## config.mk

```make
export PLATFORM = sky130hd
export DESIGN_NAME = circle_outline_rasterizer_top_flat
export DESIGN_NICKNAME = d
export VERILOG_FILES = /design/src/cor_pkg.sv /design/src/cor_if.sv /design/src/cor_front.sv /design/src/cor_queue.sv /design/src/cor_back.sv /design/src/circle_outline_rasterizer_top.sv /design/src/flat_wrapper.sv
export SDC_FILE = /design/constraint.sdc
export NUM_CORES = 1
export LEC_CHECK = 0
export BUFFER_PORTS_ARGS = -buffer_cell sky130_fd_sc_hd__buf_2
export CAP_MARGIN = 5
export CELL_PAD_IN_SITES_DETAIL_PLACEMENT = 1
export CELL_PAD_IN_SITES_GLOBAL_PLACEMENT = 1
export CORE_MARGIN = 10
export CORE_UTILIZATION = 40
export DETAILED_ROUTE_END_ITERATION = 16
export PLACE_DENSITY = 0.64
export SETUP_SLACK_MARGIN = 0.1
export SYNTH_ARGS = -nofsm -noshare
export SYNTH_HDL_FRONTEND = slang
export SYNTH_SLANG_ARGS = --single-unit
export TNS_END_PERCENT = 5
```

## constraint.sdc

```tcl
create_clock -name clk -period 13.7 [get_ports clk]
set_clock_uncertainty 0.15 [all_clocks]
set_input_delay 3.425 -clock clk [delete_from_list [all_inputs] [get_ports clk]]
set_output_delay 3.425 -clock clk [all_outputs]
set_load 0.05 [all_outputs]
```

## src/cor_pkg.sv

```systemverilog
// Package: shared constants, widths and job type for the circle outline rasterizer.
`timescale 1ns / 1ps

package cor_pkg;

  // Frame geometry
  localparam int SCREEN_WIDTH = 320;
  localparam int FRAME_PIXELS = 64000;

  // Field and state widths
  localparam int COORD_W = 16;
  localparam int COLOR_W = 8;
  localparam int OFF_W   = 17;
  localparam int DEC_W   = 20;

  // Linear index width: wide enough for any width*row+col and for the frame size
  localparam int IDX_RAW_W = $clog2((SCREEN_WIDTH + 1) * 65536);
  localparam int FRAME_W   = $clog2(FRAME_PIXELS + 1);
  localparam int IDX_W     = (IDX_RAW_W > FRAME_W) ? IDX_RAW_W : FRAME_W;

  // Midpoint decision constants
  localparam int DEC_INIT      = 3;
  localparam int DEC_INC_MOVE  = 10;
  localparam int DEC_INC_STAY  = 6;

  // Eight mirrored pixels per point
  localparam int MIRRORS   = 8;
  localparam int MIRROR_W  = $clog2(MIRRORS);

  // Job queue depth
  localparam int QDEPTH  = 4;
  localparam int QPTR_W  = $clog2(QDEPTH);
  localparam int QCNT_W  = $clog2(QDEPTH + 1);

  // Request codes
  typedef enum logic {
    REQ_START   = 1'b0,
    REQ_ADVANCE = 1'b1
  } req_t;

  // One point to plot, handed from the front to the back
  typedef struct packed {
    logic [COORD_W-1:0] cx;
    logic [COORD_W-1:0] cy;
    logic [COORD_W-1:0] x;
    logic [COORD_W-1:0] y;
    logic [COLOR_W-1:0] color;
    logic               done;
    logic               nop;    // advance while idle: one non-writing word
  } cor_job_t;

  // One result word
  typedef struct packed {
    logic [COORD_W-1:0] pixel_index;
    logic               write_enable;
    logic [COLOR_W-1:0] pixel_color;
    logic               last_of_step;
    logic               circle_done;
  } cor_pix_t;

endpackage

```

## src/cor_if.sv

```systemverilog
// Interfaces: request channel and pixel channel with valid/ready handshake.
`timescale 1ns / 1ps

interface cor_in_if;
  logic                          valid;
  logic                          ready;
  logic                          req_type;
  logic [cor_pkg::COORD_W-1:0]   center_x;
  logic [cor_pkg::COORD_W-1:0]   center_y;
  logic [cor_pkg::COORD_W-1:0]   radius;
  logic [cor_pkg::COLOR_W-1:0]   pen_color;

  modport source (output valid, req_type, center_x, center_y, radius, pen_color,
                  input ready);
  modport sink   (input valid, req_type, center_x, center_y, radius, pen_color,
                  output ready);
endinterface

interface cor_out_if;
  logic                          valid;
  logic                          ready;
  logic [cor_pkg::COORD_W-1:0]   pixel_index;
  logic                          write_enable;
  logic [cor_pkg::COLOR_W-1:0]   pixel_color;
  logic                          last_of_step;
  logic                          circle_done;

  modport source (output valid, pixel_index, write_enable, pixel_color, last_of_step,
                  circle_done, input ready);
  modport sink   (input valid, pixel_index, write_enable, pixel_color, last_of_step,
                  circle_done, output ready);
endinterface

```

## src/cor_front.sv

```systemverilog
// Front: accepts requests, runs the midpoint step, and queues one point per word.
`timescale 1ns / 1ps

module cor_front (
  input  logic               clk,
  input  logic               rst_n,
  cor_in_if.sink             in_ch,
  input  logic               q_full,
  output logic               q_push,
  output cor_pkg::cor_job_t  q_job
);

  logic [cor_pkg::COORD_W-1:0] center_col_r, center_col_nxt;
  logic [cor_pkg::COORD_W-1:0] center_row_r, center_row_nxt;
  logic [cor_pkg::COLOR_W-1:0] held_color_r, held_color_nxt;
  logic [cor_pkg::OFF_W-1:0]   offset_x_r, offset_x_nxt;
  logic [cor_pkg::OFF_W-1:0]   offset_y_r, offset_y_nxt;
  logic [cor_pkg::DEC_W-1:0]   decision_r, decision_nxt;
  logic                        busy_r, busy_nxt;

  logic                        accept;
  logic [cor_pkg::OFF_W-1:0]   step_x;
  logic [cor_pkg::OFF_W-1:0]   step_y;
  logic signed [cor_pkg::DEC_W-1:0] step_xe;
  logic signed [cor_pkg::DEC_W-1:0] step_ye;
  logic                        dec_pos;
  logic [cor_pkg::DEC_W-1:0]   step_dec;
  logic                        step_done;

  assign in_ch.ready = !q_full;
  assign accept      = in_ch.valid && !q_full;

  // Midpoint step on the held point
  always_comb begin
    step_x  = offset_x_r + cor_pkg::OFF_W'(1);
    dec_pos = !decision_r[cor_pkg::DEC_W-1] && (decision_r != '0);
    step_y  = dec_pos ? (offset_y_r - cor_pkg::OFF_W'(1)) : offset_y_r;
    step_xe = cor_pkg::DEC_W'(signed'(step_x));
    step_ye = cor_pkg::DEC_W'(signed'(step_y));
    if (dec_pos) begin
      step_dec = decision_r + cor_pkg::DEC_W'((step_xe - step_ye) <<< 2)
               + cor_pkg::DEC_W'(cor_pkg::DEC_INC_MOVE);
    end else begin
      step_dec = decision_r + cor_pkg::DEC_W'(step_xe <<< 2)
               + cor_pkg::DEC_W'(cor_pkg::DEC_INC_STAY);
    end
    step_done = signed'(step_y) < signed'(step_x);
  end

  // Next state and queued job
  always_comb begin
    center_col_nxt = center_col_r;
    center_row_nxt = center_row_r;
    held_color_nxt = held_color_r;
    offset_x_nxt   = offset_x_r;
    offset_y_nxt   = offset_y_r;
    decision_nxt   = decision_r;
    busy_nxt       = busy_r;
    q_job          = '0;
    q_job.nop      = 1'b1;
    q_job.done     = 1'b1;
    if (cor_pkg::req_t'(in_ch.req_type) == cor_pkg::REQ_START) begin
      center_col_nxt = in_ch.center_x;
      center_row_nxt = in_ch.center_y;
      held_color_nxt = in_ch.pen_color;
      offset_x_nxt   = '0;
      offset_y_nxt   = cor_pkg::OFF_W'(in_ch.radius);
      decision_nxt   = cor_pkg::DEC_W'(cor_pkg::DEC_INIT)
                     - (cor_pkg::DEC_W'(in_ch.radius) << 1);
      busy_nxt       = 1'b1;
      q_job.nop      = 1'b0;
      q_job.done     = 1'b0;
    end else if (busy_r) begin
      offset_x_nxt   = step_x;
      offset_y_nxt   = step_y;
      decision_nxt   = step_dec;
      busy_nxt       = !step_done;
      q_job.nop      = 1'b0;
      q_job.done     = step_done;
    end
    q_job.cx    = center_col_nxt;
    q_job.cy    = center_row_nxt;
    q_job.x     = offset_x_nxt[cor_pkg::COORD_W-1:0];
    q_job.y     = offset_y_nxt[cor_pkg::COORD_W-1:0];
    q_job.color = held_color_nxt;
  end

  assign q_push = accept;

  // Update circle state on each accepted word
  always_ff @(posedge clk) begin
    if (!rst_n) begin
      center_col_r <= '0;
      center_row_r <= '0;
      held_color_r <= '0;
      offset_x_r   <= '0;
      offset_y_r   <= '0;
      decision_r   <= '0;
      busy_r       <= 1'b0;
    end else if (accept) begin
      center_col_r <= center_col_nxt;
      center_row_r <= center_row_nxt;
      held_color_r <= held_color_nxt;
      offset_x_r   <= offset_x_nxt;
      offset_y_r   <= offset_y_nxt;
      decision_r   <= decision_nxt;
      busy_r       <= busy_nxt;
    end
  end

endmodule

```

## src/cor_queue.sv

```systemverilog
// Queue: short FIFO of point jobs between the front and the back.
`timescale 1ns / 1ps

module cor_queue (
  input  logic               clk,
  input  logic               rst_n,
  input  logic               push,
  input  cor_pkg::cor_job_t  push_job,
  output logic               full,
  input  logic               pop,
  output logic               head_valid,
  output cor_pkg::cor_job_t  head_job
);

  cor_pkg::cor_job_t           mem_r [cor_pkg::QDEPTH];
  logic [cor_pkg::QPTR_W-1:0]  wr_ptr_r, wr_ptr_nxt;
  logic [cor_pkg::QPTR_W-1:0]  rd_ptr_r, rd_ptr_nxt;
  logic [cor_pkg::QCNT_W-1:0]  count_r, count_nxt;
  logic                        do_push;
  logic                        do_pop;

  assign full       = (count_r == cor_pkg::QCNT_W'(cor_pkg::QDEPTH));
  assign head_valid = (count_r != '0);
  assign head_job   = mem_r[rd_ptr_r];
  assign do_push    = push && !full;
  assign do_pop     = pop && head_valid;

  // Advance pointers and fill count
  always_comb begin
    wr_ptr_nxt = wr_ptr_r;
    rd_ptr_nxt = rd_ptr_r;
    count_nxt  = count_r;
    if (do_push) begin
      wr_ptr_nxt = (wr_ptr_r == cor_pkg::QPTR_W'(cor_pkg::QDEPTH - 1))
                 ? '0 : wr_ptr_r + cor_pkg::QPTR_W'(1);
    end
    if (do_pop) begin
      rd_ptr_nxt = (rd_ptr_r == cor_pkg::QPTR_W'(cor_pkg::QDEPTH - 1))
                 ? '0 : rd_ptr_r + cor_pkg::QPTR_W'(1);
    end
    if (do_push && !do_pop) begin
      count_nxt = count_r + cor_pkg::QCNT_W'(1);
    end else if (do_pop && !do_push) begin
      count_nxt = count_r - cor_pkg::QCNT_W'(1);
    end
  end

  always_ff @(posedge clk) begin
    if (!rst_n) begin
      wr_ptr_r <= '0;
      rd_ptr_r <= '0;
      count_r  <= '0;
    end else begin
      wr_ptr_r <= wr_ptr_nxt;
      rd_ptr_r <= rd_ptr_nxt;
      count_r  <= count_nxt;
    end
  end

  // Store the pushed job
  always_ff @(posedge clk) begin
    if (do_push) begin
      mem_r[wr_ptr_r] <= push_job;
    end
  end

endmodule

```

## src/cor_back.sv

```systemverilog
// Back: expands each queued point into its mirrored pixel words.
`timescale 1ns / 1ps

module cor_back (
  input  logic               clk,
  input  logic               rst_n,
  input  logic               head_valid,
  input  cor_pkg::cor_job_t  head_job,
  output logic               pop,
  cor_out_if.source          out_ch
);

  logic [cor_pkg::MIRROR_W-1:0] mirror_r, mirror_nxt;
  cor_pkg::cor_pix_t            pix_r, pix_nxt;
  logic                         out_valid_r, out_valid_nxt;

  logic                         load;
  logic                         last;
  logic [cor_pkg::COORD_W-1:0]  off_col;
  logic [cor_pkg::COORD_W-1:0]  off_row;
  logic [cor_pkg::COORD_W-1:0]  col;
  logic [cor_pkg::COORD_W-1:0]  row;
  logic [cor_pkg::IDX_W-1:0]    idx;
  logic                         in_frame;

  assign load = head_valid && (!out_valid_r || out_ch.ready);
  assign last = head_job.nop
             || (mirror_r == cor_pkg::MIRROR_W'(cor_pkg::MIRRORS - 1));
  assign pop  = load && last;

  // Pick the mirrored coordinate: bit 2 swaps x/y, bit 0 flips column, bit 1 flips row
  always_comb begin
    off_col  = mirror_r[2] ? head_job.y : head_job.x;
    off_row  = mirror_r[2] ? head_job.x : head_job.y;
    col      = mirror_r[0] ? (head_job.cx - off_col) : (head_job.cx + off_col);
    row      = mirror_r[1] ? (head_job.cy - off_row) : (head_job.cy + off_row);
    idx      = cor_pkg::IDX_W'(cor_pkg::SCREEN_WIDTH) * cor_pkg::IDX_W'(row)
             + cor_pkg::IDX_W'(col);
    in_frame = idx < cor_pkg::IDX_W'(cor_pkg::FRAME_PIXELS);
  end

  // Build the next pixel word
  always_comb begin
    pix_nxt              = pix_r;
    if (load) begin
      pix_nxt.last_of_step = last;
      pix_nxt.circle_done  = head_job.done;
      if (head_job.nop) begin
        pix_nxt.pixel_index  = '0;
        pix_nxt.write_enable = 1'b0;
        pix_nxt.pixel_color  = '0;
      end else begin
        pix_nxt.pixel_index  = in_frame ? idx[cor_pkg::COORD_W-1:0] : '0;
        pix_nxt.write_enable = in_frame;
        pix_nxt.pixel_color  = head_job.color;
      end
    end
  end

  // Advance the mirror counter and output valid
  always_comb begin
    mirror_nxt    = mirror_r;
    out_valid_nxt = out_valid_r;
    if (load) begin
      mirror_nxt    = last ? '0 : mirror_r + cor_pkg::MIRROR_W'(1);
      out_valid_nxt = 1'b1;
    end else if (out_ch.ready) begin
      out_valid_nxt = 1'b0;
    end
  end

  always_ff @(posedge clk) begin
    if (!rst_n) begin
      mirror_r    <= '0;
      out_valid_r <= 1'b0;
    end else begin
      mirror_r    <= mirror_nxt;
      out_valid_r <= out_valid_nxt;
    end
  end

  // Hold the output word
  always_ff @(posedge clk) begin
    pix_r <= pix_nxt;
  end

  assign out_ch.valid        = out_valid_r;
  assign out_ch.pixel_index  = pix_r.pixel_index;
  assign out_ch.write_enable = pix_r.write_enable;
  assign out_ch.pixel_color  = pix_r.pixel_color;
  assign out_ch.last_of_step = pix_r.last_of_step;
  assign out_ch.circle_done  = pix_r.circle_done;

endmodule

```

## src/circle_outline_rasterizer_top.sv

```systemverilog
// Top level: circle outline rasterizer with request front, job queue and pixel back.
//
// Usage: send request words on in_ch. A start word (req_type 0) loads center,
// radius and color and yields the eight mirrored pixels of the top point; an
// advance word (req_type 1) takes one midpoint step and yields eight more. An
// advance with no circle running yields a single non-writing word. Pixel words
// leave on out_ch with the frame index, write enable, color, last_of_step on
// the final word of each request and circle_done once the outline is closed.
// The first pixel word of a request passes through the job queue and the
// output register. The back issues one pixel word per cycle while out_ch.ready
// is high, eight words per request (one for an idle advance). The front takes
// a request every cycle while the four-entry job queue has room, so a burst
// of up to four requests enters while pixels still drain.
// Reset (rst_n low, synchronous) empties the queue and output register and
// leaves no circle running. When out_ch.ready is low the current word holds,
// the back stops, and the front keeps taking requests until the queue fills.
`timescale 1ns / 1ps

module circle_outline_rasterizer_top (
  input  logic       clk,
  input  logic       rst_n,
  cor_in_if.sink     in_ch,
  cor_out_if.source  out_ch
);

  logic               q_push;
  logic               q_full;
  logic               q_pop;
  logic               q_valid;
  cor_pkg::cor_job_t  q_in_job;
  cor_pkg::cor_job_t  q_head_job;

  cor_front u_front (
    .clk    (clk),
    .rst_n  (rst_n),
    .in_ch  (in_ch),
    .q_full (q_full),
    .q_push (q_push),
    .q_job  (q_in_job)
  );

  cor_queue u_queue (
    .clk        (clk),
    .rst_n      (rst_n),
    .push       (q_push),
    .push_job   (q_in_job),
    .full       (q_full),
    .pop        (q_pop),
    .head_valid (q_valid),
    .head_job   (q_head_job)
  );

  cor_back u_back (
    .clk        (clk),
    .rst_n      (rst_n),
    .head_valid (q_valid),
    .head_job   (q_head_job),
    .pop        (q_pop),
    .out_ch     (out_ch)
  );

endmodule
```

## src/flat_wrapper.sv

```systemverilog
// flat-port wrapper written by rule: the top's interface ports become plain ports
module circle_outline_rasterizer_top_flat 
  (clk, rst_n, in_ch_valid, in_ch_req_type, in_ch_center_x, in_ch_center_y, in_ch_radius, in_ch_pen_color, in_ch_ready, out_ch_valid, out_ch_pixel_index, out_ch_write_enable, out_ch_pixel_color, out_ch_last_of_step, out_ch_circle_done, out_ch_ready);
  cor_in_if in_ch_i ();
  cor_out_if out_ch_i ();
  input  logic clk;
  input  logic rst_n;
  input wire logic [$bits(in_ch_i.valid)-1:0] in_ch_valid;
  input wire logic [$bits(in_ch_i.req_type)-1:0] in_ch_req_type;
  input wire logic [$bits(in_ch_i.center_x)-1:0] in_ch_center_x;
  input wire logic [$bits(in_ch_i.center_y)-1:0] in_ch_center_y;
  input wire logic [$bits(in_ch_i.radius)-1:0] in_ch_radius;
  input wire logic [$bits(in_ch_i.pen_color)-1:0] in_ch_pen_color;
  output wire logic [$bits(in_ch_i.ready)-1:0] in_ch_ready;
  output wire logic [$bits(out_ch_i.valid)-1:0] out_ch_valid;
  output wire logic [$bits(out_ch_i.pixel_index)-1:0] out_ch_pixel_index;
  output wire logic [$bits(out_ch_i.write_enable)-1:0] out_ch_write_enable;
  output wire logic [$bits(out_ch_i.pixel_color)-1:0] out_ch_pixel_color;
  output wire logic [$bits(out_ch_i.last_of_step)-1:0] out_ch_last_of_step;
  output wire logic [$bits(out_ch_i.circle_done)-1:0] out_ch_circle_done;
  input wire logic [$bits(out_ch_i.ready)-1:0] out_ch_ready;
  assign in_ch_i.valid = in_ch_valid;
  assign in_ch_i.req_type = in_ch_req_type;
  assign in_ch_i.center_x = in_ch_center_x;
  assign in_ch_i.center_y = in_ch_center_y;
  assign in_ch_i.radius = in_ch_radius;
  assign in_ch_i.pen_color = in_ch_pen_color;
  assign in_ch_ready = in_ch_i.ready;
  assign out_ch_valid = out_ch_i.valid;
  assign out_ch_pixel_index = out_ch_i.pixel_index;
  assign out_ch_write_enable = out_ch_i.write_enable;
  assign out_ch_pixel_color = out_ch_i.pixel_color;
  assign out_ch_last_of_step = out_ch_i.last_of_step;
  assign out_ch_circle_done = out_ch_i.circle_done;
  assign out_ch_i.ready = out_ch_ready;
  circle_outline_rasterizer_top u_core (.clk(clk), .rst_n(rst_n), .in_ch(in_ch_i), .out_ch(out_ch_i));
endmodule
```

== Yosys cells after proc, flatten, opt, wreduce, memory -nomap -nowiden ==
Memories as Yosys holds them, arrays and structs flattened. A register that Yosys moved wholly into a read port is not among the register bits.
Index checks and enable logic that the tools add are counted.
Cells by class
  multiplexer cells: 30
  div/mod/pow operators: 0
  magnitude comparators: 2
  add/sub/neg operators: 18
  shifts and indexed selects: 0
  bitwise gates (word level): 1
  eq/ne operators: 5
  reduce and logical (&&, ||, !) cells: 22
  multiply operators: 1
Operators with widths (count)
  16-bit 2-to-1 mux: 6
  17-bit 2-to-1 mux: 5
  20-bit 2-to-1 mux: 3
  20-bit adder: 2
  16-bit adder: 2
  16-bit subtractor: 2
  25-bit by 16-bit adder with 25-bit output: 1
  25-bit by 16-bit less-than comparator with 1-bit output (second input constant): 1
  20-bit by 3-bit adder with 20-bit output (second input constant): 1
  20-bit by 4-bit adder with 20-bit output (second input constant): 1
  20-bit nonzero test: 1
  3-bit by 16-bit multiplier with 19-bit output (first input constant): 1
  17-bit by 17-bit subtractor with 18-bit output: 1
  2-bit by 17-bit subtractor with 18-bit output (first input constant): 1
  17-bit by 1-bit adder with 17-bit output (second input constant): 1
  17-bit less-than comparator: 1
  17-bit by 1-bit subtractor with 17-bit output (second input constant): 1
  2-bit 2-to-1 mux: 6
  3-bit 2-to-1 mux: 3
  1-bit logical AND: 8
  8-bit 2-to-1 mux: 1
  3-bit by 1-bit adder with 3-bit output (second input constant): 2
  3-bit equality test (second input constant): 2
  1-bit logical NOT: 6
  other kinds (11): 20
Word-level totals
  memories: 1
  flip-flop bits (word level): 133
  input bits: 61
  memory bits (writable): 296
  word-level logic and storage cells: 99
  output and inout bits: 29
  memory bits (read-only): 0
  bits in latches: 0
Memory list
  u_core.u_queue.mem_r: depth 4, width 74, read ports 1, clocked after Yosys merged registers in 1, write ports 1, line cor_queue.sv:15  | cor_pkg::cor_job_t mem_r [cor_pkg::QDEPTH];

== Longest topological paths before layout ==
Gate-level depths: netlist (run 1).
  depth after elaboration: 9
  depth in mapped cells: 35
  gate-level depth less buffers: 31

== Hierarchy ==
From an unflattened synthesis (run 1), not the netlist that was laid out.
Unflattened totals
  cell total of the unflattened synthesis: 2268
  area total of the unflattened synthesis: 25436.9 µm²
Modules (own cells, without submodules)
  cor_queue: area an instance 11157.0 µm², cells each 437, seq. area each 9068.7 µm², instances 1
  cor_front: area an instance 8879.8 µm², cells each 1195, seq. area each 1901.8 µm², instances 1
  cor_back: area an instance 5400.2 µm², cells each 636, seq. area each 890.9 µm², instances 1

== Worst setup path after synthesis (run 1) ==
Ideal clock, no wire load.
  path type: register -> register
  start: register with a tool-made name
  end: register u_core.u_back.pix_r, in the netlist u_core.u_back.out_ch.pixel_index[5], data pin
  path buffers: 6
  data required time: 13.400 ns
  arrival: 7.100 ns
  setup time: 0.150 ns
  stages on the path, launching flop included: 34
  clock period less this slack: 7.400 ns
  slack: 6.300 ns
  cells stage by stage: dfxtp_1 > buf_6 > buf_4 > buf_4 > buf_2 > buf_1 > mux4_2 > inv_1 > ha_1 > inv_1 > fa_1 > a21o_1 > a21oi_1 > o21bai_1 > a21o_1 > a21oi_1 > o21bai_1 > xor2_1 > ha_1 > ha_1 > o2111ai_1 > nand2_1 > nor2_1 > xnor2_1 > ha_1 > and3_1 > a21oi_1 > nor4_1 > nand4_1 > nor3_1 > mux2i_1 > mux2i_4 > buf_8 > nor3_2
RTL lines
  end signal: assignment: line cor_back.sv:84  | pix_r <= pix_nxt;
  end: declaration: line cor_back.sv:14  | cor_pkg::cor_pix_t pix_r, pix_nxt;

==> impl_metrics.tcl, run 1 <==
set metrics [dict create \
    cp_common_cell "ha_1" \
    start_util 0.4034 \
    cts_max_path_buffers 3 \
    final_net_count 2497 \
    dr.pass1.iters 5 \
    finalSetupTns_ps 0 \
    grt_pass1_wl_um 104600 \
    die_h_um 269.5 \
    grt_pass1_vias 18590 \
    cts-root-buf "clkbuf_16" \
    drive_gt1_frac 0.1466 \
    numClockSinks 431 \
    crit_type "flop to flop" \
    dpl.hpwl_um 47260 \
    num_rows 91 \
    synth-edff-count 323 \
    clk_latency_ps 600 \
    place.gp.congestion 0.8701 \
    core_area_um2 61710 \
    syn_nets 2447 \
    yosys-top-cells-area "edfxtp_1 (39%), dfxtp_1 (8.7%), ha_1 (8.3%), mux4_2 (6.8%), a21oi_1 (3.8%)" \
    syn_area_per_cell_um2 11.25 \
    grtUsageTotal 0.1777 \
    hold_viol 0 \
    grt_overflow 0 \
    diodes 0 \
    start_kind "flop" \
    grt_max_degree 69 \
    yosysTopAreaCell "edfxtp_1" \
    synthFlopType "edfxtp_1" \
    antenna_found_initial 0 \
    cts_tree "done" \
    clk_pin_slew_ps 60 \
    ys_seq_area_frac 0.4765 \
    async_flop_share 0 \
    hold_path_class "flop to flop" \
    clock.fmax_mhz 118.8 \
    vias_per_cell 5.490 \
    rsz0062_at_grt "false" \
    syn_to_final_growth_pct 10.79 \
    postCtsResizedCells 0 \
    ys_warn_count 0 \
    postCtsHoldBufs 0 \
    worst_slew_pin_slew_ps 932.6 \
    drc 0 \
    yosysUniqueCellTypes 89 \
    slew_violations 0 \
    cts_setup_buffers 0 \
    numPortBuffers 89 \
    io_pins 90 \
    fin_crit_sh 0.6142 \
    final_cell_mix "edfxtp_1 (323), nand2_1 (241), a21oi_1 (190)" \
    critPathRequiredTime_ps 13840 \
    yosys_register_bits 431 \
    max_slew_margin 0.3764 \
    synth_top_area_share 0.3896 \
    crit_buf_inv 1 \
    drt-total-wl_um 65510 \
    cp-end-kind "flop" \
    die-area_um2 72610 \
    syn-cell-area_um2 24890 \
    final_common_cell "edfxtp_1" \
    path_max_fanout 67 \
    crit_slowest_cell "buf_4" \
    num_vias 17220 \
    arrival_ps 8550 \
    fp.dieW_um 269.5 \
    period_needed_ps 8415 \
    routedWlPerCell_um 20.89 \
    ant_nets 0 \
    dr.first_iter.drc_count 840 \
    critPathMaxStageDelay_ps 750 \
    drv_cap 0 \
    syn_inst 2212 \
    finalSetupViolations 0 \
    path_delay_family "simple AND/OR/NAND/NOR gates" \
    htree_levels 2 \
    cts_buffers 46 \
    status "completed" \
]
routing by layer:
metal	wire length, um	track usage	vias to the layer above	share of wire
li1	-	-	8306	-
met1	29840	0.2260	8676	0.46
met2	32950	0.3182	173	0.50
met3	1620	0.01974	63	0.025
met4	1101	0.04228	0	0.017
met5	0	0	-	0
synthesized netlist by cell type, types with 65 or more instances:
cell	n
a21oi_1	190
dfxtp_1	108
nor2_1	139
nand2_1	242
xnor2_1	87
o21ai_0	70
edfxtp_1	323
nor3_1	69
mux4_2	75
ha_1	166
xor2_1	97
clkbuf_1	65
layout make-up:
class / instances / area (um^2)
fill: 6692 / 34130
multi-input combinational: 1615 / 12360
sequential: 431 / 11870
clock buffer: 67 / 1291
tap: 837 / 1047
timing repair buffer: 107 / 583.1
inverter: 61 / 230.2
clock inverter: 18 / 193.9
state kept, by name, summed over array words and instances, names as in the netlist, 2 cells and up, named ones only:
register	cells
u_core.u_front.held_color_r	8
u_core.u_queue.wr_ptr_r	2
u_core.u_front.decision_r	20
u_core.u_front.offset_y_r	17
u_core.u_front.center_col_r	16
u_core.u_back.out_ch.pixel_index	16
u_core.u_front.offset_x_r	17
u_core.u_back.out_ch.pixel_color	8
u_core.u_front.center_row_r	16
u_core.u_queue.rd_ptr_r	2
u_core.u_queue.mem_r	296
u_core.u_queue.count_r	3
u_core.u_back.mirror_r	3
worst reg2reg max path, cell delays in order (launching register included):
cell	delay (ps)
dfxtp_4	720
buf_4	760
mux4_2	440
mux2i_1	240
ha_1	270
o21ai_0	330
ha_1	300
nor2b_1	130
o21ai_0	200
a21oi_1	140
o41ai_2	380
xnor2_1	170
ha_1	330
ha_1	400
a21o_1	190
nand2_1	100
nand2_1	60
nor2_1	120
xnor2_1	80
ha_1	370
and3_1	180
a21oi_1	100
nor4_1	440
nand4_1	250
nor3_1	370
mux2i_1	170
mux2i_4	560
nor3_1	150
per-stage QoR:
step / instances / setup WS [ps] / hold WS (ps) / utilization / cell area [um^2]
after global placement: 3051 / 5527 / 287.7 / 0.4228 / 26090
after CTS: 3136 / 5201 / 305.2 / 0.4469 / 27580
after global routing: 3136 / 4451 / 322.9 / 0.4469 / 27580
after detailed placement: 3051 / 5243 / 296.9 / 0.4228 / 26090
after floorplan: 2212 / 6300 / 278.8 / - / 24890
final: 3136 / 5285 / 303.9 / 0.4469 / 27580
final timing paths:
kind	start	to	slack, ps	cells after the start
setup reg to reg	flop	u_core.u_back.out_ch.pixel_index[15]	5280	27
hold / removal	u_core.u_front.center_row_r[14]	u_core.u_front.center_row_r[14]	300	2
hold reg to reg	u_core.u_front.center_row_r[14]	u_core.u_front.center_row_r[14]	300	2
setup / recovery	flop	u_core.u_back.out_ch.pixel_index[15]	5280	27
kinds of logic after synthesis:
kind of cell	share of synthesized area
DFF	0.4765
muxes	0.1026
and+or+nand+nor	0.1297
adders and majority gates	0.08987
buffers and inverters	0.02785
xor gates and xnor gates	0.06605
AOI/OAI and AO/OA	0.1075
Power of run 1 is not shown: default switching activity piles up to over one toggle a cycle in this logic, so the estimate is an artifact.
==> run 2: changes to the inputs <==
==> constraint.sdc (replaced) <==
create_clock -name clk -period 7.85 [get_ports clk]
set_clock_uncertainty 0.15 [all_clocks]
set_input_delay 1.9625 -clock clk [delete_from_list [all_inputs] [get_ports clk]]
set_output_delay 1.9625 -clock clk [all_outputs]
set_load 0.05 [all_outputs]
==> run 2 against run 1 <==
Against the previous run:
- count of clock-buffer cells in the layout did not move
- utilization grew 0.54 points
- non-clock buffer count increased by 16
- cell area up 1.2%
- register-to-register slack got worse by 4600 ps
- cell count up 0.57%
- highest routed layer unchanged
==> impl_metrics.tcl, run 2 (same netlist as run 1, synthesis figures left out) <==
set metrics [dict create \
    drive_gt1_frac 0.1575 \
    cts_tree "done" \
    hold_depth 2 \
    cts_buffers 47 \
    clk_latency_ps 610 \
    status "completed" \
    cts_max_path_buffers 3 \
    drt-total-wl_um 66620 \
    die-area_um2 72610 \
    hold_path_class "flop to flop" \
    vias_per_cell 5.490 \
    crit_type "flop to flop" \
    path_depth 29 \
    max_slew_margin 0.2953 \
    numClockSinks 431 \
    cts-root-buf "clkbuf_16" \
    slew_violations 0 \
    grt_pass1_wl_um 104900 \
    grt_pass1_vias 18350 \
    antenna_found_initial 0 \
    die_h_um 269.5 \
    rsz0062_at_grt "false" \
    largestRegisters "u_core.u_queue.mem_r x296, u_core.u_front.decision_r x20" \
    worstRegToRegCells 29 \
    path_max_fanout 17 \
    num_vias 17320 \
    htree_levels 2 \
    ant_nets 0 \
    hold_ws_ps 305.1 \
    postCtsHoldBufs 0 \
    crit_buf_inv 2 \
    worst_slew_pin_slew_ps 1057 \
    n_fill_cell 6660 \
    diodes 0 \
    hold_viol 0 \
    routedWlPerCell_um 21.12 \
    place.gp.congestion 0.8591 \
    cp-end-kind "flop" \
    drc 0 \
    finalSetupViolations 0 \
    dr.pass1.iters 4 \
    critPathMaxStageDelay_ps 590 \
    path_delay_family "simple AND/OR/NAND/NOR gates" \
    top_register "u_core.u_queue.mem_r" \
    num_rows 91 \
    dr.first_iter.drc_count 873 \
    final_common_cell "edfxtp_1" \
    numPortBuffers 89 \
    drv_cap 0 \
    finalSetupTns_ps 0 \
    fin_crit_sh 0.9100 \
    final_cell_mix "edfxtp_1 (323), nand2_1 (241), a21oi_1 (190)" \
    cp_common_cell "ha_1" \
    core_area_um2 61710 \
    largest_register_ffs 296 \
    clock.fmax_mhz 140.0 \
    grtUsageTotal 0.1793 \
    start_util 0.4034 \
    io_pins 90 \
    clk_pin_slew_ps 60 \
    final_net_count 2514 \
    min_from "u_core.u_front.center_col_r[0]" \
    start_kind "flop" \
    arrival_ps 7390 \
    crit_slowest_cell "mux4_2" \
    syn_to_final_growth_pct 12.12 \
    grt_max_degree 75 \
    dpl.hpwl_um 48470 \
    fp.dieW_um 269.5 \
    grt_overflow 0 \
    period_needed_ps 7143 \
    critPathRequiredTime_ps 8090 \
]
run 2: cell count changes in the layout (fill, tap and decap cells not counted), sizes merged:
cell / change
inv: -1
buf: +16
bufinv: +3
run 2: what timing repair did:
item | CTS | global route
setup buffers | 0 | 7
hold endpoints to repair | 0 | 0
setup endpoints to repair | 0 | 17
resized for setup | 0 | 11
run 2: worst paths after layout:
kind | endpoint | slack (ps)
max | u_core.u_back.out_ch.pixel_index[8] | 710
min | u_core.u_front.center_col_r[0] | 310
max reg2reg | u_core.u_back.out_ch.pixel_index[8] | 710
min reg2reg | u_core.u_front.center_col_r[0] | 310
run 2: layout make-up:
| class | instances | area, um^2 | share of cell area |
|---|---|---|---|
| clock buffers | 67 | 1321 | 0.04734 |
| clock inverters | 20 | 301.5 | 0.01080 |
| inverters | 61 | 230.2 | 0.008249 |
| multi-input cells | 1615 | 12400 | 0.4443 |
| flip-flops and latches | 431 | 11870 | 0.4252 |
| well taps | 837 | 1047 | 0.03752 |
| repair buffers | 123 | 739.5 | 0.02649 |
run 2: tightest hold or removal path, delay by kind of cell, from the launching register on:
family | cells | cell delay (ps)
flops | 1 | 300
compound gates | 1 | 50
simple gates | 1 | 50
run 2: routing by layer:
metal,vias up,share of wire,global-route usage
li1,8339,-,-
met1,8724,0.45,0.2280
met2,182,0.51,0.3211
met3,70,0.023,0.01992
met4,0,0.018,0.04287
met5,-,0,0
run 2: stage by stage:
| stage | setup slack (ps) | utilization | cells | cell area [um^2] |
|---|---|---|---|---|
| CTS | 318.0 | 0.4502 | 3147 | 27780 |
| floorplan | 450.4 | - | 2212 | 24890 |
| finish | 706.7 | 0.4523 | 3154 | 27910 |
| global placement | 595.7 | 0.4239 | 3060 | 26160 |
| detailed placement | 373.4 | 0.4239 | 3060 | 26160 |
| global route | 112.1 | 0.4523 | 3154 | 27910 |
Power of run 2 is left out for the same reason.
==> run 3: changes to the inputs <==
==> constraint.sdc (replaced) <==
create_clock -name clk -period 7.2 [get_ports clk]
set_clock_uncertainty 0.15 [all_clocks]
set_input_delay 1.8 -clock clk [delete_from_list [all_inputs] [get_ports clk]]
set_output_delay 1.8 -clock clk [all_outputs]
set_load 0.05 [all_outputs]
==> run 3 against run 2 <==
Against the previous run:
- wire length grew 2.0%
- critical path depth stayed put
- count of clock-buffer cells in the layout decreased by 4
- fmax up 5.2%
- register-to-register slack worse by 300 ps
- via count rose by 1.9%
- die area stayed put
- highest routed layer unchanged
==> impl_metrics.tcl, run 3 (same netlist as run 1, synthesis figures left out) <==
set metrics [dict create \
    grt_pass1_vias 18800 \
    num_vias 17650 \
    die_h_um 269.5 \
    crit_slowest_cell "mux4_2" \
    worst_slew_pin_slew_ps 1007 \
    final_cell_mix "edfxtp_1 (323), nand2_1 (241), a21oi_1 (184)" \
    grt_overflow 0 \
    core_area_um2 61710 \
    fin_crit_sh 0.9430 \
    min_from "u_core.u_front.held_color_r[7]" \
    start_kind "flop" \
    crit_type "flop to flop" \
    regToRegSetupSlack_ps 410 \
    final_common_cell "edfxtp_1" \
    r2r-end "u_core.u_back.out_ch.pixel_index[14]" \
    critPathRequiredTime_ps 7390 \
    drt-total-wl_um 67950 \
    critPathMaxStageDelay_ps 560 \
    antenna_found_initial 0 \
    largestRegisters "u_core.u_queue.mem_r x296, u_core.u_front.decision_r x20" \
    hold_viol 0 \
    drc 0 \
    grtUsageTotal 0.1807 \
    finalSetupViolations 0 \
    dr.pass1.iters 5 \
    cp-end-kind "flop" \
    ant_nets 0 \
    vias_per_cell 5.463 \
    final_area_um2 28700 \
    slew_violations 0 \
    largest_register_ffs 296 \
    multi_input_area_um2 12620 \
    cts_buffers 47 \
    status "completed" \
    grt_pass1_wl_um 105600 \
    htree_levels 2 \
    drv_cap 0 \
    num_rows 91 \
    path_delay_family "adder cells" \
    hold_path_class "flop to flop" \
    syn_to_final_growth_pct 15.28 \
    die-area_um2 72610 \
    dr.first_iter.drc_count 898 \
    seqCellArea_um2 11870 \
    diodes 0 \
    postCtsHoldBufs 0 \
    max_slew_margin 0.3286 \
    hold_ws_ps 300.2 \
    worstRegToRegCells 29 \
    period_needed_ps 6790 \
    rsz0062_at_grt "true" \
    fp.dieW_um 269.5 \
    top_register "u_core.u_queue.mem_r" \
    clk_latency_ps 600 \
    cts_tree "done" \
    hold_depth 2 \
    arrival_ps 6980 \
    crit_buf_inv 1 \
    path_max_fanout 8 \
    place.gp.congestion 0.8348 \
    start_util 0.4034 \
    final_net_count 2590 \
    clk_pin_slew_ps 60 \
    dpl.hpwl_um 49200 \
    place_area_um2 26550 \
    routedWlPerCell_um 21.03 \
    io_pins 90 \
    n_fill_cell 6644 \
    cts-root-buf "clkbuf_16" \
    drive_gt1_frac 0.2001 \
    whs_endpoint "u_core.u_front.held_color_r[7]" \
    numPortBuffers 89 \
    clock.fmax_mhz 147.3 \
    cts_max_path_buffers 3 \
    numClockSinks 431 \
    grt_max_degree 70 \
]
[run 3: timing repair]
| action | in CTS | in global routing |
|---|---|---|
| endpoints found under the setup margin | 8 | 17 |
| cloned | 0 | 2 |
| resized for setup | 5 | 67 |
| setup buffers | 0 | 32 |
| pin swaps | 0 | 26 |
[run 3: stage by stage]
stage	utilization	setup TNS [ps]	instances	setup slack, ps
after floorplan	-	0	2212	136.5
after global placement	0.4303	0	3109	236.7
after detailed placement	0.4303	0	3109	31.86
after CTS	0.4548	0	3197	122.8
after global routing	0.4650	-5.437	3231	-5.437
final	0.4650	0	3231	410.1
[run 3: layout make-up]
cell class              count  area share
well taps                 837     0.03649
inverters                  61    0.008023
flip-flops and latches    431      0.4136
multi-input cells        1615      0.4399
repair buffers            199     0.04971
clock inverters            25    0.007761
clock buffers              63     0.04447
[run 3: how the worst max path moves through the flow]
stage                     startpoint                                   end  slack, ps  cells after the start
after floorplan                 flop   u_core.u_back.out_ch.pixel_index[5]        140                     33
after global placement          flop   u_core.u_back.out_ch.pixel_index[8]        240                     27
after detailed placement        flop   u_core.u_back.out_ch.pixel_index[8]         30                     28
after CTS                       flop   u_core.u_back.out_ch.pixel_index[8]        120                     27
after global routing            flop  u_core.u_back.out_ch.pixel_index[14]         -5                     29
final                           flop  u_core.u_back.out_ch.pixel_index[14]        410                     29
[run 3: routing by layer]
layer,GRT usage,up-vias,share of wire
li1,-,8501,-
met1,0.2301,8898,0.45
met4,0.04760,0,0.018
met3,0.01708,63,0.023
met5,0,-,0
met2,0.3235,189,0.51
[run 3: worst register-to-register path: cells and delay by family, from the launching register on]
| kind | cells | cell delay, ps |
|---|---|---|
| adder cells (fa/ha/maj) | 5 | 1710 |
| buffers and inverters | 1 | 230 |
| AO/OA/AOI/OAI | 11 | 1650 |
| flip-flops | 1 | 440 |
| XOR/XNOR | 2 | 310 |
| AND/OR/NAND/NOR | 7 | 990 |
| multiplexers | 3 | 1060 |
Power of run 3 is left out for the same reason.
